**src/pitch_state_cost_engine_top_assert.svh**
```systemverilog
// Assertion macros for the pitch state cost engine.
// Each macro expects clk and arst_n to be visible where it is used.
`ifndef PITCH_STATE_COST_ENGINE_TOP_ASSERT_SVH
`define PITCH_STATE_COST_ENGINE_TOP_ASSERT_SVH

// The consequent must hold in the same cycle as the antecedent.
`define PSCE_ASSERT_IMPLY(label, ante, cons, msg) \
	label: assert property (@(posedge clk) disable iff (!arst_n) (ante) |-> (cons)) \
		else $error(msg);

// The consequent must hold in the cycle after the antecedent.
`define PSCE_ASSERT_NEXT(label, ante, cons, msg) \
	label: assert property (@(posedge clk) disable iff (!arst_n) (ante) |=> (cons)) \
		else $error(msg);

`endif

```
**src/psce_pkg.sv**
```systemverilog
// Shared constants, types and register codes of the pitch state cost engine.
// No dependencies; all other files but the assertion header import it.
`timescale 1ns / 1ps

package psce_pkg;

	localparam int MAX_STATES  = 64;
	localparam int STATE_W     = $clog2(MAX_STATES);
	localparam int STATE_IDX_W = 6;
	localparam int NREG_W      = 7;
	localparam int NOTE_W      = 8;
	localparam int COST_W      = 24;
	localparam int SUM_W       = 40;
	localparam int FIDX_W      = 16;
	localparam int CONF_W      = 16;
	localparam int WGT_W       = 16;
	localparam int CFG_IDX_W   = 3;
	localparam int CFG_DATA_W  = 24;

	localparam int DIFF_W      = NOTE_W + 2;
	localparam int ADIST_W     = NOTE_W + 1;
	localparam int MUL_W       = ADIST_W + WGT_W;
	localparam int RES_PROD_W  = CONF_W + WGT_W;
	localparam int RES_SHIFT   = 15;
	localparam int RES_TERM_W  = RES_PROD_W - RES_SHIFT;
	localparam int PC_W        = MUL_W + 1;

	localparam logic [CONF_W:0]      ONE_Q15   = (CONF_W + 1)'(32768);
	localparam logic [COST_W-1:0]    COST_MAX  = '1;
	localparam logic [SUM_W-1:0]     SUM_MAX   = '1;
	localparam logic [FIDX_W-1:0]    FIDX_MAX  = '1;
	localparam logic [NOTE_W-1:0]    REST_NOTE = '1;

	localparam logic [NREG_W-1:0]    RST_NOTE_LOW   = NREG_W'(36);
	localparam logic [NREG_W-1:0]    RST_NOTE_HIGH  = NREG_W'(96);
	localparam logic [COST_W-1:0]    RST_PENALTY    = COST_W'(2560);
	localparam logic [COST_W-1:0]    RST_CAP        = COST_W'(2560);
	localparam logic [WGT_W-1:0]     RST_DIST_WGT   = WGT_W'(256);
	localparam logic [CONF_W-1:0]    RST_CONF_FLOOR = CONF_W'(16384);
	localparam logic [WGT_W-1:0]     RST_RESID_WGT  = WGT_W'(256);
	localparam logic [WGT_W-1:0]     RST_PDIST_WGT  = WGT_W'(256);

	typedef enum logic [CFG_IDX_W-1:0] {
		REG_NOTE_LOW    = 3'd0,
		REG_NOTE_HIGH   = 3'd1,
		REG_PENALTY     = 3'd2,
		REG_CAP         = 3'd3,
		REG_DIST_WGT    = 3'd4,
		REG_CONF_FLOOR  = 3'd5,
		REG_RESID_WGT   = 3'd6,
		REG_PDIST_WGT   = 3'd7
	} cfg_reg_t;

	typedef struct packed {
		logic [NREG_W-1:0] note_low;
		logic [NREG_W-1:0] note_high;
		logic [COST_W-1:0] mismatch_penalty;
		logic [COST_W-1:0] distance_cap;
		logic [WGT_W-1:0]  distance_weight;
		logic [CONF_W-1:0] confidence_floor;
		logic [WGT_W-1:0]  residual_weight;
		logic [WGT_W-1:0]  period_distance_weight;
	} cfg_t;

	typedef struct packed {
		logic capture;
		logic issue;
	} ctrl_cmd_t;

	typedef struct packed {
		logic advance;
		logic last_issue;
		logic pipe_empty;
	} ctrl_status_t;

endpackage

```
**src/psce_if.sv**
```systemverilog
// Valid/ready channel interfaces for frame features and per-state costs.
// Depends on psce_pkg for the field widths.
`timescale 1ns / 1ps

interface psce_in_if;
	import psce_pkg::*;

	logic                      valid;
	logic                      ready;
	logic                      table_start;
	logic                      frame_active;
	logic signed [NOTE_W-1:0]  local_note;
	logic                      period_found;
	logic        [CONF_W-1:0]  period_confidence;
	logic signed [NOTE_W-1:0]  period_note;

	modport source (
		output valid, table_start, frame_active, local_note,
		output period_found, period_confidence, period_note,
		input  ready
	);
	modport sink (
		input  valid, table_start, frame_active, local_note,
		input  period_found, period_confidence, period_note,
		output ready
	);
endinterface

interface psce_out_if;
	import psce_pkg::*;

	logic                          valid;
	logic                          ready;
	logic        [FIDX_W-1:0]      frame_index;
	logic        [STATE_IDX_W-1:0] state_index;
	logic signed [NOTE_W-1:0]      state_note;
	logic        [COST_W-1:0]      state_cost;
	logic        [SUM_W-1:0]       running_total;
	logic                          last_state;

	modport source (
		output valid, frame_index, state_index, state_note,
		output state_cost, running_total, last_state,
		input  ready
	);
	modport sink (
		input  valid, frame_index, state_index, state_note,
		input  state_cost, running_total, last_state,
		output ready
	);
endinterface

```
**src/pitch_state_cost_engine_top.sv**
```systemverilog
// Pitch state cost engine, top level.
// Depends on psce_pkg, psce_if, psce_cfg, psce_ctrl, psce_datapath and the
// assertion macro header.
`timescale 1ns / 1ps
`include "pitch_state_cost_engine_top_assert.svh"

// One accepted frame produces N = span + 1 results, where span is
// note_high - note_low + 1 clamped to 63, or zero when note_high is below
// note_low; the rest state always comes first. States leave the scoring
// pipeline at one per cycle while the output side does not stall. A new
// frame is taken once the previous frame's states have all left the
// pipeline, while its last result may still wait in the output register.
// Registers are to be written by the user only while no frame is in
// progress; the block itself does not enforce it. There is no clearing
// pass after reset.
module pitch_state_cost_engine_top (
	input  logic                             clk,
	input  logic                             arst_n,
	psce_in_if.sink                          features,
	psce_out_if.source                       costs,
	input  logic                             write_enable,
	input  logic [psce_pkg::CFG_IDX_W-1:0]   reg_index,
	input  logic [psce_pkg::CFG_DATA_W-1:0]  write_data
);
	import psce_pkg::*;

	cfg_t         cfg;
	ctrl_cmd_t    cmd;
	ctrl_status_t status;

	psce_cfg u_cfg (
		.clk          (clk),
		.arst_n       (arst_n),
		.write_enable (write_enable),
		.reg_index    (reg_index),
		.write_data   (write_data),
		.cfg          (cfg)
	);

	psce_ctrl u_ctrl (
		.clk      (clk),
		.arst_n   (arst_n),
		.in_valid (features.valid),
		.in_ready (features.ready),
		.status   (status),
		.cmd      (cmd)
	);

	psce_datapath u_dp (
		.clk               (clk),
		.arst_n            (arst_n),
		.cfg               (cfg),
		.cmd               (cmd),
		.status            (status),
		.table_start       (features.table_start),
		.frame_active      (features.frame_active),
		.local_note        (features.local_note),
		.period_found      (features.period_found),
		.period_confidence (features.period_confidence),
		.period_note       (features.period_note),
		.costs             (costs)
	);

	`PSCE_ASSERT_IMPLY(a_accept_drained, features.valid && features.ready, status.pipe_empty, "frame transfer while states are still in flight")
	`PSCE_ASSERT_IMPLY(a_rest_note, costs.valid && (costs.state_index == '0), costs.state_note == signed'(REST_NOTE), "rest state carries a note")
	`PSCE_ASSERT_IMPLY(a_total_covers_cost, costs.valid, costs.running_total >= SUM_W'(costs.state_cost), "running total below its own cost")
	`PSCE_ASSERT_NEXT(a_frame_restarts, costs.valid && costs.ready && costs.last_state, !costs.valid || (costs.state_index == '0), "frame did not restart at the rest state")

endmodule

```
**src/psce_cfg.sv**
```systemverilog
// Configuration register file of the pitch state cost engine.
// Depends on psce_pkg for register codes, widths and reset values.
`timescale 1ns / 1ps

module psce_cfg (
	input  logic                               clk,
	input  logic                               arst_n,
	input  logic                               write_enable,
	input  logic [psce_pkg::CFG_IDX_W-1:0]     reg_index,
	input  logic [psce_pkg::CFG_DATA_W-1:0]    write_data,
	output psce_pkg::cfg_t                     cfg
);
	import psce_pkg::*;

	cfg_t cfg_q;

	always_ff @(posedge clk or negedge arst_n) begin
		if (!arst_n) begin
			cfg_q.note_low               <= RST_NOTE_LOW;
			cfg_q.note_high              <= RST_NOTE_HIGH;
			cfg_q.mismatch_penalty       <= RST_PENALTY;
			cfg_q.distance_cap           <= RST_CAP;
			cfg_q.distance_weight        <= RST_DIST_WGT;
			cfg_q.confidence_floor       <= RST_CONF_FLOOR;
			cfg_q.residual_weight        <= RST_RESID_WGT;
			cfg_q.period_distance_weight <= RST_PDIST_WGT;
		end else if (write_enable) begin
			unique case (cfg_reg_t'(reg_index))
				REG_NOTE_LOW:   cfg_q.note_low <= write_data[NREG_W-1:0];
				REG_NOTE_HIGH:  cfg_q.note_high <= write_data[NREG_W-1:0];
				REG_PENALTY:    cfg_q.mismatch_penalty <= write_data[COST_W-1:0];
				REG_CAP:        cfg_q.distance_cap <= write_data[COST_W-1:0];
				REG_DIST_WGT:   cfg_q.distance_weight <= write_data[WGT_W-1:0];
				REG_CONF_FLOOR: cfg_q.confidence_floor <= write_data[CONF_W-1:0];
				REG_RESID_WGT:  cfg_q.residual_weight <= write_data[WGT_W-1:0];
				REG_PDIST_WGT:  cfg_q.period_distance_weight <= write_data[WGT_W-1:0];
				default: begin
				end
			endcase
		end
	end

	assign cfg = cfg_q;

endmodule

```
**src/psce_ctrl.sv**
```systemverilog
// Frame sequencer of the pitch state cost engine: accepts a frame, issues
// its states into the datapath and waits for the pipeline to drain.
// Depends on psce_pkg for the command and status types.
`timescale 1ns / 1ps

module psce_ctrl (
	input  logic                     clk,
	input  logic                     arst_n,
	input  logic                     in_valid,
	output logic                     in_ready,
	input  psce_pkg::ctrl_status_t   status,
	output psce_pkg::ctrl_cmd_t      cmd
);
	import psce_pkg::*;

	typedef enum logic [2:0] {
		ST_IDLE  = 3'b001,
		ST_ISSUE = 3'b010,
		ST_DRAIN = 3'b100
	} ctrl_state_t;

	ctrl_state_t state_q, state_d;

	always_comb begin
		state_d = state_q;
		unique case (state_q)
			ST_IDLE: begin
				if (in_valid) state_d = ST_ISSUE;
			end
			ST_ISSUE: begin
				if (status.advance && status.last_issue) state_d = ST_DRAIN;
			end
			ST_DRAIN: begin
				if (status.pipe_empty) state_d = ST_IDLE;
			end
			default: state_d = ST_IDLE;
		endcase
	end

	always_ff @(posedge clk or negedge arst_n) begin
		if (!arst_n) begin
			state_q <= ST_IDLE;
		end else begin
			state_q <= state_d;
		end
	end

	assign in_ready    = (state_q == ST_IDLE);
	assign cmd.capture = in_valid && in_ready;
	assign cmd.issue   = (state_q == ST_ISSUE);

endmodule

```
**src/psce_datapath.sv**
```systemverilog
// Scoring datapath of the pitch state cost engine: frame registers, a
// three-stage per-state cost pipeline and the prefix sum memory.
// Depends on psce_pkg and on the psce_out_if interface.
`timescale 1ns / 1ps

module psce_datapath (
	input  logic                             clk,
	input  logic                             arst_n,
	input  psce_pkg::cfg_t                   cfg,
	input  psce_pkg::ctrl_cmd_t              cmd,
	output psce_pkg::ctrl_status_t           status,
	input  logic                             table_start,
	input  logic                             frame_active,
	input  logic signed [psce_pkg::NOTE_W-1:0] local_note,
	input  logic                             period_found,
	input  logic [psce_pkg::CONF_W-1:0]      period_confidence,
	input  logic signed [psce_pkg::NOTE_W-1:0] period_note,
	psce_out_if.source                       costs
);
	import psce_pkg::*;

	localparam logic [NREG_W+1:0] SPAN_CAP = (NREG_W + 2)'(MAX_STATES - 1);

	// Frame registers.
	logic [FIDX_W-1:0]        frame_cnt_q;
	logic [FIDX_W-1:0]        fidx_q;
	logic                     active_q;
	logic                     loc_ok_q;
	logic                     per_en_q;
	logic signed [NOTE_W-1:0] local_q;
	logic signed [NOTE_W-1:0] pnote_q;
	logic [RES_PROD_W-1:0]    resid_prod_q;
	logic [STATE_W-1:0]       last_k_q;
	logic [STATE_W-1:0]       k_q;

	// Prefix sum memory and its valid bits.
	logic [SUM_W-1:0]         prefix_mem [MAX_STATES];
	logic [MAX_STATES-1:0]    prefix_vld_q;

	// Pipeline registers.
	logic                     vld_s1, vld_s2, out_valid_q;
	logic [STATE_W-1:0]       k_s1, k_s2;
	logic                     last_s1, last_s2;
	logic                     rest_s1;
	logic [NOTE_W-1:0]        note_s1, note_s2;
	logic [MUL_W-1:0]         dloc_s1, dper_s1;
	logic [SUM_W-1:0]         rd_s1, pre_s2;
	logic                     pv_s1;
	logic [COST_W-1:0]        cost_s2;

	logic [FIDX_W-1:0]        out_fidx_q;
	logic [STATE_IDX_W-1:0]   out_state_q;
	logic [NOTE_W-1:0]        out_note_q;
	logic [COST_W-1:0]        out_cost_q;
	logic [SUM_W-1:0]         out_total_q;
	logic                     out_last_q;

	logic                     adv;
	logic                     issue_go;
	logic                     mem_we;

	// Frame setup terms.
	logic [NREG_W:0]          note_diff;
	logic [NREG_W+1:0]        span_w;
	logic [STATE_W-1:0]       last_k_d;
	logic [CONF_W-1:0]        resid_w;
	logic [FIDX_W-1:0]        fcnt_base;

	// Stage 1 terms.
	logic [NOTE_W-1:0]        cand_u;
	logic signed [DIFF_W-1:0] cand_s, dl_s, dp_s;
	logic [ADIST_W-1:0]       ad_loc, ad_per;

	// Stage 2 and output terms.
	logic [COST_W-1:0]        base_cost, pc_sat, cost_d;
	logic [PC_W-1:0]          pc_sum;
	logic [SUM_W:0]           sum_w;
	logic [SUM_W-1:0]         total_d;

	assign adv      = !out_valid_q || costs.ready;
	assign issue_go = cmd.issue && adv;
	assign mem_we   = vld_s2 && adv;

	assign status.advance    = adv;
	assign status.last_issue = (k_q == last_k_q);
	assign status.pipe_empty = !vld_s1 && !vld_s2;

	always_comb begin
		note_diff = {1'b0, cfg.note_high} - {1'b0, cfg.note_low};
		span_w    = {1'b0, note_diff} + (NREG_W + 2)'(1);
		if (cfg.note_high < cfg.note_low) begin
			last_k_d = '0;
		end else if (span_w >= SPAN_CAP) begin
			last_k_d = STATE_W'(MAX_STATES - 1);
		end else begin
			last_k_d = span_w[STATE_W-1:0];
		end
		if ({1'b0, period_confidence} < ONE_Q15) begin
			resid_w = CONF_W'(ONE_Q15 - {1'b0, period_confidence});
		end else begin
			resid_w = '0;
		end
		fcnt_base = table_start ? '0 : frame_cnt_q;
	end

	always_ff @(posedge clk or negedge arst_n) begin
		if (!arst_n) begin
			frame_cnt_q <= '0;
		end else if (cmd.capture) begin
			frame_cnt_q <= (fcnt_base == FIDX_MAX) ? fcnt_base : fcnt_base + FIDX_W'(1);
		end
	end

	always_ff @(posedge clk) begin
		if (cmd.capture) begin
			fidx_q       <= fcnt_base;
			active_q     <= frame_active;
			loc_ok_q     <= frame_active && !local_note[NOTE_W-1];
			per_en_q     <= period_found && frame_active &&
				(period_confidence >= cfg.confidence_floor);
			local_q      <= local_note;
			pnote_q      <= period_note;
			resid_prod_q <= RES_PROD_W'(resid_w) * RES_PROD_W'(cfg.residual_weight);
			last_k_q     <= last_k_d;
		end
	end

	always_ff @(posedge clk or negedge arst_n) begin
		if (!arst_n) begin
			k_q <= '0;
		end else if (cmd.capture) begin
			k_q <= '0;
		end else if (issue_go) begin
			k_q <= k_q + STATE_W'(1);
		end
	end

	// Stage 1: note distances and their weights, prefix memory read.
	always_comb begin
		cand_u = NOTE_W'(cfg.note_low) + NOTE_W'(k_q) - NOTE_W'(1);
		cand_s = signed'({2'b00, cand_u});
		dl_s   = cand_s - DIFF_W'(local_q);
		dp_s   = cand_s - DIFF_W'(pnote_q);
		ad_loc = dl_s[DIFF_W-1] ? ADIST_W'(-dl_s) : ADIST_W'(dl_s);
		ad_per = dp_s[DIFF_W-1] ? ADIST_W'(-dp_s) : ADIST_W'(dp_s);
	end

	// Stage 2: capped distance cost or penalty, period cost, the cheaper.
	always_comb begin
		if (rest_s1 || !loc_ok_q) begin
			base_cost = (rest_s1 && !active_q) ? '0 : cfg.mismatch_penalty;
		end else if (dloc_s1 < MUL_W'(cfg.distance_cap)) begin
			base_cost = dloc_s1[COST_W-1:0];
		end else begin
			base_cost = cfg.distance_cap;
		end
		pc_sum = PC_W'(resid_prod_q[RES_PROD_W-1:RES_SHIFT]) + PC_W'(dper_s1);
		pc_sat = (pc_sum > PC_W'(COST_MAX)) ? COST_MAX : pc_sum[COST_W-1:0];
		cost_d = (!rest_s1 && per_en_q && (pc_sat < base_cost)) ? pc_sat : base_cost;
	end

	// Output stage: saturating prefix sum.
	always_comb begin
		sum_w   = {1'b0, pre_s2} + (SUM_W + 1)'(cost_s2);
		total_d = sum_w[SUM_W] ? SUM_MAX : sum_w[SUM_W-1:0];
	end

	always_ff @(posedge clk or negedge arst_n) begin
		if (!arst_n) begin
			vld_s1      <= 1'b0;
			vld_s2      <= 1'b0;
			out_valid_q <= 1'b0;
		end else if (adv) begin
			vld_s1      <= cmd.issue;
			vld_s2      <= vld_s1;
			out_valid_q <= vld_s2;
		end
	end

	always_ff @(posedge clk) begin
		if (adv) begin
			k_s1    <= k_q;
			last_s1 <= (k_q == last_k_q);
			rest_s1 <= (k_q == '0);
			note_s1 <= (k_q == '0) ? REST_NOTE : cand_u;
			dloc_s1 <= MUL_W'(ad_loc) * MUL_W'(cfg.distance_weight);
			dper_s1 <= MUL_W'(ad_per) * MUL_W'(cfg.period_distance_weight);
			rd_s1   <= prefix_mem[k_q];
			pv_s1   <= prefix_vld_q[k_q];

			k_s2    <= k_s1;
			last_s2 <= last_s1;
			note_s2 <= note_s1;
			cost_s2 <= cost_d;
			pre_s2  <= pv_s1 ? rd_s1 : '0;

			out_fidx_q  <= fidx_q;
			out_state_q <= STATE_IDX_W'(k_s2);
			out_note_q  <= note_s2;
			out_cost_q  <= cost_s2;
			out_total_q <= total_d;
			out_last_q  <= last_s2;
		end
		if (mem_we) begin
			prefix_mem[k_s2] <= total_d;
		end
	end

	always_ff @(posedge clk or negedge arst_n) begin
		if (!arst_n) begin
			prefix_vld_q <= '0;
		end else begin
			if (cmd.capture && table_start) begin
				prefix_vld_q <= '0;
			end
			if (mem_we) begin
				prefix_vld_q[k_s2] <= 1'b1;
			end
		end
	end

	assign costs.valid         = out_valid_q;
	assign costs.frame_index   = out_fidx_q;
	assign costs.state_index   = out_state_q;
	assign costs.state_note    = signed'(out_note_q);
	assign costs.state_cost    = out_cost_q;
	assign costs.running_total = out_total_q;
	assign costs.last_state    = out_last_q;

endmodule
```
**src/flat_wrapper.sv**
```systemverilog
// flat-port wrapper written by rule: the top's interface ports become plain ports
module pitch_state_cost_engine_top_flat import psce_pkg::*;
  (clk, arst_n, write_enable, reg_index, write_data, features_valid, features_table_start, features_frame_active, features_local_note, features_period_found, features_period_confidence, features_period_note, features_ready, costs_valid, costs_frame_index, costs_state_index, costs_state_note, costs_state_cost, costs_running_total, costs_last_state, costs_ready);
  psce_in_if features_i ();
  psce_out_if costs_i ();
  input  logic clk;
  input  logic arst_n;
  input  logic write_enable;
  input  logic [psce_pkg::CFG_IDX_W-1:0] reg_index;
  input  logic [psce_pkg::CFG_DATA_W-1:0] write_data;
  input wire logic [$bits(features_i.valid)-1:0] features_valid;
  input wire logic [$bits(features_i.table_start)-1:0] features_table_start;
  input wire logic [$bits(features_i.frame_active)-1:0] features_frame_active;
  input wire logic [$bits(features_i.local_note)-1:0] features_local_note;
  input wire logic [$bits(features_i.period_found)-1:0] features_period_found;
  input wire logic [$bits(features_i.period_confidence)-1:0] features_period_confidence;
  input wire logic [$bits(features_i.period_note)-1:0] features_period_note;
  output wire logic [$bits(features_i.ready)-1:0] features_ready;
  output wire logic [$bits(costs_i.valid)-1:0] costs_valid;
  output wire logic [$bits(costs_i.frame_index)-1:0] costs_frame_index;
  output wire logic [$bits(costs_i.state_index)-1:0] costs_state_index;
  output wire logic [$bits(costs_i.state_note)-1:0] costs_state_note;
  output wire logic [$bits(costs_i.state_cost)-1:0] costs_state_cost;
  output wire logic [$bits(costs_i.running_total)-1:0] costs_running_total;
  output wire logic [$bits(costs_i.last_state)-1:0] costs_last_state;
  input wire logic [$bits(costs_i.ready)-1:0] costs_ready;
  assign features_i.valid = features_valid;
  assign features_i.table_start = features_table_start;
  assign features_i.frame_active = features_frame_active;
  assign features_i.local_note = features_local_note;
  assign features_i.period_found = features_period_found;
  assign features_i.period_confidence = features_period_confidence;
  assign features_i.period_note = features_period_note;
  assign features_ready = features_i.ready;
  assign costs_valid = costs_i.valid;
  assign costs_frame_index = costs_i.frame_index;
  assign costs_state_index = costs_i.state_index;
  assign costs_state_note = costs_i.state_note;
  assign costs_state_cost = costs_i.state_cost;
  assign costs_running_total = costs_i.running_total;
  assign costs_last_state = costs_i.last_state;
  assign costs_i.ready = costs_ready;
  pitch_state_cost_engine_top u_core (.clk(clk), .arst_n(arst_n), .features(features_i), .costs(costs_i), .write_enable(write_enable), .reg_index(reg_index), .write_data(write_data));
endmodule
```
**config.mk**
```make
export PLATFORM = sky130hd
export DESIGN_NAME = pitch_state_cost_engine_top_flat
export DESIGN_NICKNAME = d
export VERILOG_FILES = /design/src/psce_pkg.sv /design/src/psce_if.sv /design/src/pitch_state_cost_engine_top.sv /design/src/psce_cfg.sv /design/src/psce_ctrl.sv /design/src/psce_datapath.sv /design/src/flat_wrapper.sv
export VERILOG_INCLUDE_DIRS = /design/src /design/src/src
export SDC_FILE = /design/constraint.sdc
export NUM_CORES = 2
export LEC_CHECK = 0
export CAP_MARGIN = 20
export CORE_ASPECT_RATIO = 1.5
export CORE_MARGIN = 5
export CORE_UTILIZATION = 45
export CTS_BUF_LIST = sky130_fd_sc_hd__clkbuf_4 sky130_fd_sc_hd__clkbuf_8 sky130_fd_sc_hd__clkbuf_16
export DETAILED_ROUTE_END_ITERATION = 10
export DONT_BUFFER_PORTS = 1
export GPL_ROUTABILITY_DRIVEN = 0
export GPL_TIMING_DRIVEN = 0
export MAX_ROUTING_LAYER = met4
export PLACE_DENSITY_LB_ADDON = 0.2
export REMOVE_ABC_BUFFERS = 1
export SLEW_MARGIN = 5
export SYNTH_ARGS = -nofsm -noshare
export SYNTH_HDL_FRONTEND = slang
export SYNTH_HIERARCHICAL = 1
export SYNTH_SLANG_ARGS = --single-unit
```
**constraint.sdc**
```tcl
create_clock -name clk -period 36.3 [get_ports clk]
set_input_delay 3.63 -clock clk [delete_from_list [all_inputs] [get_ports clk]]
set_output_delay 3.63 -clock clk [all_outputs]
set_load 0.01 [all_outputs]
```
After elaboration in Yosys (flattened, before gate mapping)
Memories as Yosys holds them, arrays and structs flattened. A register that Yosys moved wholly into a read port is not among the register bits.
Cells that the tools add are included.
Operators by class
  add/subtract/negate cells: 13
  multiply operators: 3
  $lt $le $gt $ge: 10
  equal/unequal tests: 15
  muxes and demuxes: 26
  bitwise gates (word level): 1
  reduce and logical (&&, ||, !) cells: 34
Operators with widths (count)
  $mux W64: 2
  $mux W24: 5
  $or A64 B64 Y64: 1
  $mul A9 B16 Y25: 2
  $mux W16: 3
  $add A40 B24 Y41: 1
  $mux W40: 1
  $mul A16 B16 Y32: 1
  $add A17 B25 Y26: 1
  $gt A26 B24 Y1 const B: 1
  $lt A25 B24 Y1: 1
  $lt A24 B24 Y1: 1
  $sub A9 B8 Y10: 2
  $mux W6: 3
  $mux W9: 2
  $neg A9 Y9: 2
  $add A16 B1 Y16 const B: 1
  $eq A16 B16 Y1 const B: 1
  $ge A16 B16 Y1: 1
  $lt A16 B16 Y1 const B: 1
  $reduce_and A2 Y1: 8
  $sub A16 B16 Y16 const A: 1
  $eq A3 B3 Y1 const B: 5
  $lt A6 B7 Y1 const B: 2
  25 further kinds: 53
Storage, ports and cells
  register bits: 532
  bits in writable memories: 2560
  input bits: 67
  output and inout bits: 97
  word-level logic and storage cells: 144
  memories: 1
Memory list
  u_core.u_dp.prefix_mem: words 64, bits a word 40, rd ports 1, clocked after Yosys merged registers in 1, write ports 1, RTL line psce_datapath.sv:37  | logic [SUM_W-1:0] prefix_mem [MAX_STATES];

Depth between registers and ports, before layout
  depth in word-level cells: 7
  depth in mapped cells: 43
  mapped depth without buffers: 36

Modules after synthesis
The synthesis kept the hierarchy.
Modules (own cells, without submodules)
  psce_datapath: instances 1, cells each 7825, area each 138057.4 um^2, sequential area each 89280.6 um^2
  psce_cfg: instances 1, cells each 275, area each 4991.0 um^2, sequential area each 3168.0 um^2
  psce_ctrl: instances 1, cells each 17, area each 160.2 um^2, sequential area each 76.3 um^2

Worst setup path after synthesis
No wires, ideal clock.
  path type: input-to-reg
  from: input costs_ready
  to: memory u_core.u_dp.prefix_mem[31][0] (enable)
  setup time: 0.439 ns
  arrival: 14.408 ns
  required time: 35.861 ns
  setup slack: 21.453 ns
  stages on the path: 5
  buffers on the path: 1
  path through: nand2b_1 -> clkbuf_1 -> and3_1 -> nand3_1 -> nor2_1
On the way
  word-level cells in the longest chain between the ends: 4
Ends and longest elaborated chain
  from (decl): RTL line flat_wrapper.sv:26  | input wire logic [$bits(costs_i.ready)-1:0] costs_ready;
  $logic_or A1 B1 Y1: RTL line psce_datapath.sv:80  | assign adv = !out_valid_q || costs.ready;
  via u_core.u_dp.adv: RTL line psce_datapath.sv:58  | logic adv;
  $logic_and A1 B1 Y1: RTL line psce_datapath.sv:82  | assign mem_we = vld_s2 && adv;
  $mux W1: RTL line psce_datapath.sv:204  | if (mem_we) begin
  $mux W1 (implied by the code): RTL line psce_datapath.sv:205  | prefix_mem[k_s2] <= total_d;
  to (decl): RTL line psce_datapath.sv:37
The timed path passes the listed nets, and every way through them passes these cells.

Final worst setup path
  from: register u_core.u_dp.k_q[1]
  to: register u_core.u_dp.dper_s1[21] (data pin)
On the way
  word-level cells in the longest chain between the ends: 6
Ends and longest elaborated chain
  from (decl): RTL line psce_datapath.sv:34  | logic [STATE_W-1:0] k_q;
  from (signal assigned): RTL line psce_datapath.sv:134  | k_q <= k_q + STATE_W'(1);
  $add A7 B6 Y8 *: RTL line psce_datapath.sv:140  | cand_u = NOTE_W'(cfg.note_low) + NOTE_W'(k_q) - NOTE_W'(1);
  $sub A8 B1 Y8 *: RTL line psce_datapath.sv:140
  via u_core.u_dp.cand_u[3]: RTL line psce_datapath.sv:70  | logic [NOTE_W-1:0] cand_u;
  $sub A9 B8 Y10 *: RTL line psce_datapath.sv:143  | dp_s = cand_s - DIFF_W'(pnote_q);
  $neg A9 Y9: RTL line psce_datapath.sv:145  | ad_per = dp_s[DIFF_W-1] ? ADIST_W'(-dp_s) : ADIST_W'(dp_s);
  $mux W9 *: RTL line psce_datapath.sv:145
  $mul A9 B16 Y25 *: RTL line psce_datapath.sv:187  | dper_s1 <= MUL_W'(ad_per) * MUL_W'(cfg.period_distance_weight);
  to (signal assigned): RTL line psce_datapath.sv:187
  to (decl): RTL line psce_datapath.sv:46  | logic [MUL_W-1:0] dloc_s1, dper_s1;
The timed path passes the listed nets; every way through them passes the cells marked *.
A chain may end at the register's enable or synchronous reset.

==> metrics.yaml <==
setup_path:
  critical_path.slowest_cell: "a22oi_2"
  startpoint: "u_core/u_dp/k_q[1]"
  cp-start-kind: "flip-flop"
  reg2reg_slack_ns: 24.23
  crit_path_max_incr_delay_ns: 1.12
  crit_required_ns: 36.95
  arrival_ns: 12.71
  reg2reg_from: "u_core/u_dp/k_q[1]"
  r2r-end: "u_core/u_dp/dper_s1[21]"
  end_kind: "flip-flop"
  critPathMaxFanout: 45
  r2r_cells: 31
  crit_type: "reg -> reg"
min_path:
  hold_class: "reg -> reg"
  min_from: "u_core/u_dp/k_s1[4]"
  holdPathStages: 0
  hold_end: "u_core/u_dp/k_s2[4]"
clock_tree:
  cts_buffer_depth: 4
  htreeDepth: 5
  clock_latency_ns: 0.92
  cts_setup_buffers: 0
  cts.sink_count: 3117
  cts_root_buf: "clkbuf_16"
  cts_tree: "built"
  cts_resized: 0
  cts-buffers-inserted: 299
  clkTransAtPathRegs_ns: 0.07
  ctsHoldBuffers: 0
logic_synthesis:
  avgSynthCellArea_um2: 17.64
  asyncSetResetFlopFracSynth_pct: 6.994
  yosysUniqueCellTypes: 88
  ys_seq_area_share_pct: 64.61
  synth-seq-cells: 3117
  synth.area.top_cells: "edfxtp_1 61%, mux4_2 14%, fa_1 5.5%"
  yosys_warnings: 6
  yosys.area.top_type_share_pct: 60.79
  synthCells: 8117
  yosysTopAreaCell: "edfxtp_1"
  synth_flop_cell: "edfxtp_1"
  synth-edff-count: 2899
  synth_area_um2: 143200
flow_run:
  cap_violations: 0
final_layout:
  mostFrequentLayoutCells: "2,899 x edfxtp_1, 861 x mux4_2, 646 x inv_1"
  final_nets: 9178
  final_common_cell: "edfxtp_1"
  final_area_um2: 164600
  layout-drive-gt1-share_pct: 23.76
  fill_cells: 24990
  areaGrowthSynthToFinish_pct: 14.93
drt:
  drtPass1Iterations: 6
  drcViolationCount: 0
  wirelength_um: 404200
  avgViaCountPerCell: 5.931
  wl_per_cell_um: 31.52
  vias: 76070
  postRouteAntennaNets: 0
  drt_iter0_drc: 7776
timing:
  worst_pin_slew_ns: 1.342
  hold_viol: 0
  setup_ws_ns: 24.23
  relSlewSlack_pct: 10.53
  min_period_ns: 12.07
  post-route-period-util_pct: 33.24
  max_freq_mhz: 82.88
  timing.final.max_slew_violations: 0
  skew_ns: 0.05995
  rsz0062_at_grt: "no"
  finalSetupViolCount: 0
place:
  placed_cell_area_um2: 154700
  dpl.hpwl_um: 280500
  pre_cts_slack_ns: 23.69
  io_buffers: 0
floorplanning:
  start_util_pct: 45.19
  fp.dieArea_um2: 329900
  core_um2: 316900
  row_count: 253
  die_y_um: 700.9
  die_width_um: 470.6
  io-pin-count: 164
global_route:
  track_usage_pct: 25.07
  antenna_found_initial: 8
  grt_overflow: 0
  grt_pass1_wl_um: 577100
  grt_start_max_net_pins: 219
  grt_pass1_vias: 79310
outcome:
  status: "completed"
-- metal layers --
metal	routed length [um]	part of all wire [%]	global-route usage, %	up-vias
li1	-	-	-	31530
met1	142600	35	28.45	40670
met2	214800	53	43.87	2956
met3	24250	6.0	3.826	920
met4	22510	5.6	11.52	0
met5	0	0	-	-
-- cell type report --
| type | instances | area (um^2) | area share (%) |
|---|---|---|---|
| Sequential cell | 3117 | 92540 | 56.23 |
| Multi-Input combinational cell | 3973 | 47560 | 28.89 |
| Clock buffer | 358 | 8044 | 4.887 |
| Timing Repair Buffer | 334 | 7078 | 4.301 |
| Tap cell | 4207 | 5264 | 3.198 |
| Inverter | 648 | 2445 | 1.485 |
| Clock inverter | 168 | 1604 | 0.9746 |
| Antenna cell | 21 | 52.55 | 0.03193 |
-- stage by stage --
step | TNS (ns) | hold slack (ns) | util (%) | instances
after floorplan | 0 | 0.4003 | - | 7738
after global placement | -796.07 | 0.4014 | 46.36 | 11950
after detailed placement | 0 | 0.4045 | 48.83 | 12270
after CTS | 0 | 0.3990 | 51.87 | 12800
after global routing | 0 | 0.4092 | 51.94 | 12820
final | 0 | 0.4010 | 51.94 | 12830
-- sequential cells by signal (all words and copies together) (netlist names), 8 cells and up --
| register | flops |
|---|---|
| u_core/u_dp/prefix_mem | 2560 |
| u_core/u_cfg/cfg | 126 |
| u_core/u_dp/prefix_vld_q | 64 |
| u_core/u_dp/costs.running_total | 40 |
| u_core/u_dp/pre_s2 | 40 |
| u_core/u_dp/rd_s1 | 40 |
| u_core/u_dp/dloc_s1 | 25 |
| u_core/u_dp/dper_s1 | 25 |
| u_core/u_dp/cost_s2 | 24 |
| u_core/u_dp/costs.state_cost | 24 |
| u_core/u_dp/resid_prod_q | 17 |
| u_core/u_dp/costs.frame_index | 16 |
| u_core/u_dp/fidx_q | 16 |
| u_core/u_dp/frame_cnt_q | 16 |
| u_core/u_dp/costs.state_note | 8 |
| u_core/u_dp/local_q | 8 |
| u_core/u_dp/note_s1 | 8 |
| u_core/u_dp/note_s2 | 8 |
| u_core/u_dp/pnote_q | 8 |
-- kinds of logic (layout without fill, tap and decap cells) --
| logic type | count (synthesis) | in the layout | share of synthesized area (%) |
|---|---|---|---|
| buffers and inverters | 1027 | 1508 | 2.785 |
| xor gates and xnor gates | 147 | 147 | 0.8990 |
| other | 0 | 21 | 0 |
| muxes | 1206 | 1206 | 16.19 |
| DFF | 3117 | 3117 | 64.61 |
| and+or+nand+nor | 1334 | 1334 | 4.361 |
| AOI/OAI and AO/OA | 548 | 548 | 2.626 |
| adders and majority gates | 738 | 738 | 8.529 |
-- synth_stat cells, types with 27 or more instances --
cell type / count
a21o_1: 117
a21oi_1: 96
and2_1: 148
and3_1: 27
buf_1: 55
clkbuf_1: 292
dfrtp_1: 205
edfxtp_1: 2899
fa_1: 397
ha_1: 341
inv_1: 646
mux2_2: 141
mux2_4: 30
mux2i_1: 171
mux4_2: 861
nand2_1: 646
nand2b_1: 50
nand3_1: 73
nor2_1: 195
nor2b_1: 44
nor3_1: 48
o211ai_1: 45
o21a_1: 33
o21ai_0: 114
xnor2_1: 97
xor2_1: 50
-- critical path: cells and delay by family, from the launching register on --
| kind | cells | cell delay [ns] |
|---|---|---|
| AO/OA/AOI/OAI | 11 | 4.32 |
| XOR/XNOR | 2 | 1.17 |
| adder cells (fa/ha/maj) | 9 | 3.79 |
| buffers and inverters | 5 | 0.44 |
| flip-flops | 1 | 0.90 |
| multiplexers | 1 | 0.44 |
| AND/OR/NAND/NOR | 3 | 0.74 |
-- how the worst max path moves through the flow --
stage                                              end  depth (start not counted)
after floorplan                u_core/u_dp/dper_s1[23]                         33
after global placement         u_core/u_dp/dper_s1[23]                         34
after detailed placement  u_core/u_dp/resid_prod_q[31]                         29
after CTS                      u_core/u_dp/dper_s1[23]                         33
after global routing           u_core/u_dp/dper_s1[23]                         31
final                          u_core/u_dp/dper_s1[21]                         31
Power is not shown: default switching activity piles up to over one toggle a cycle in this logic, so the estimate is an artifact.
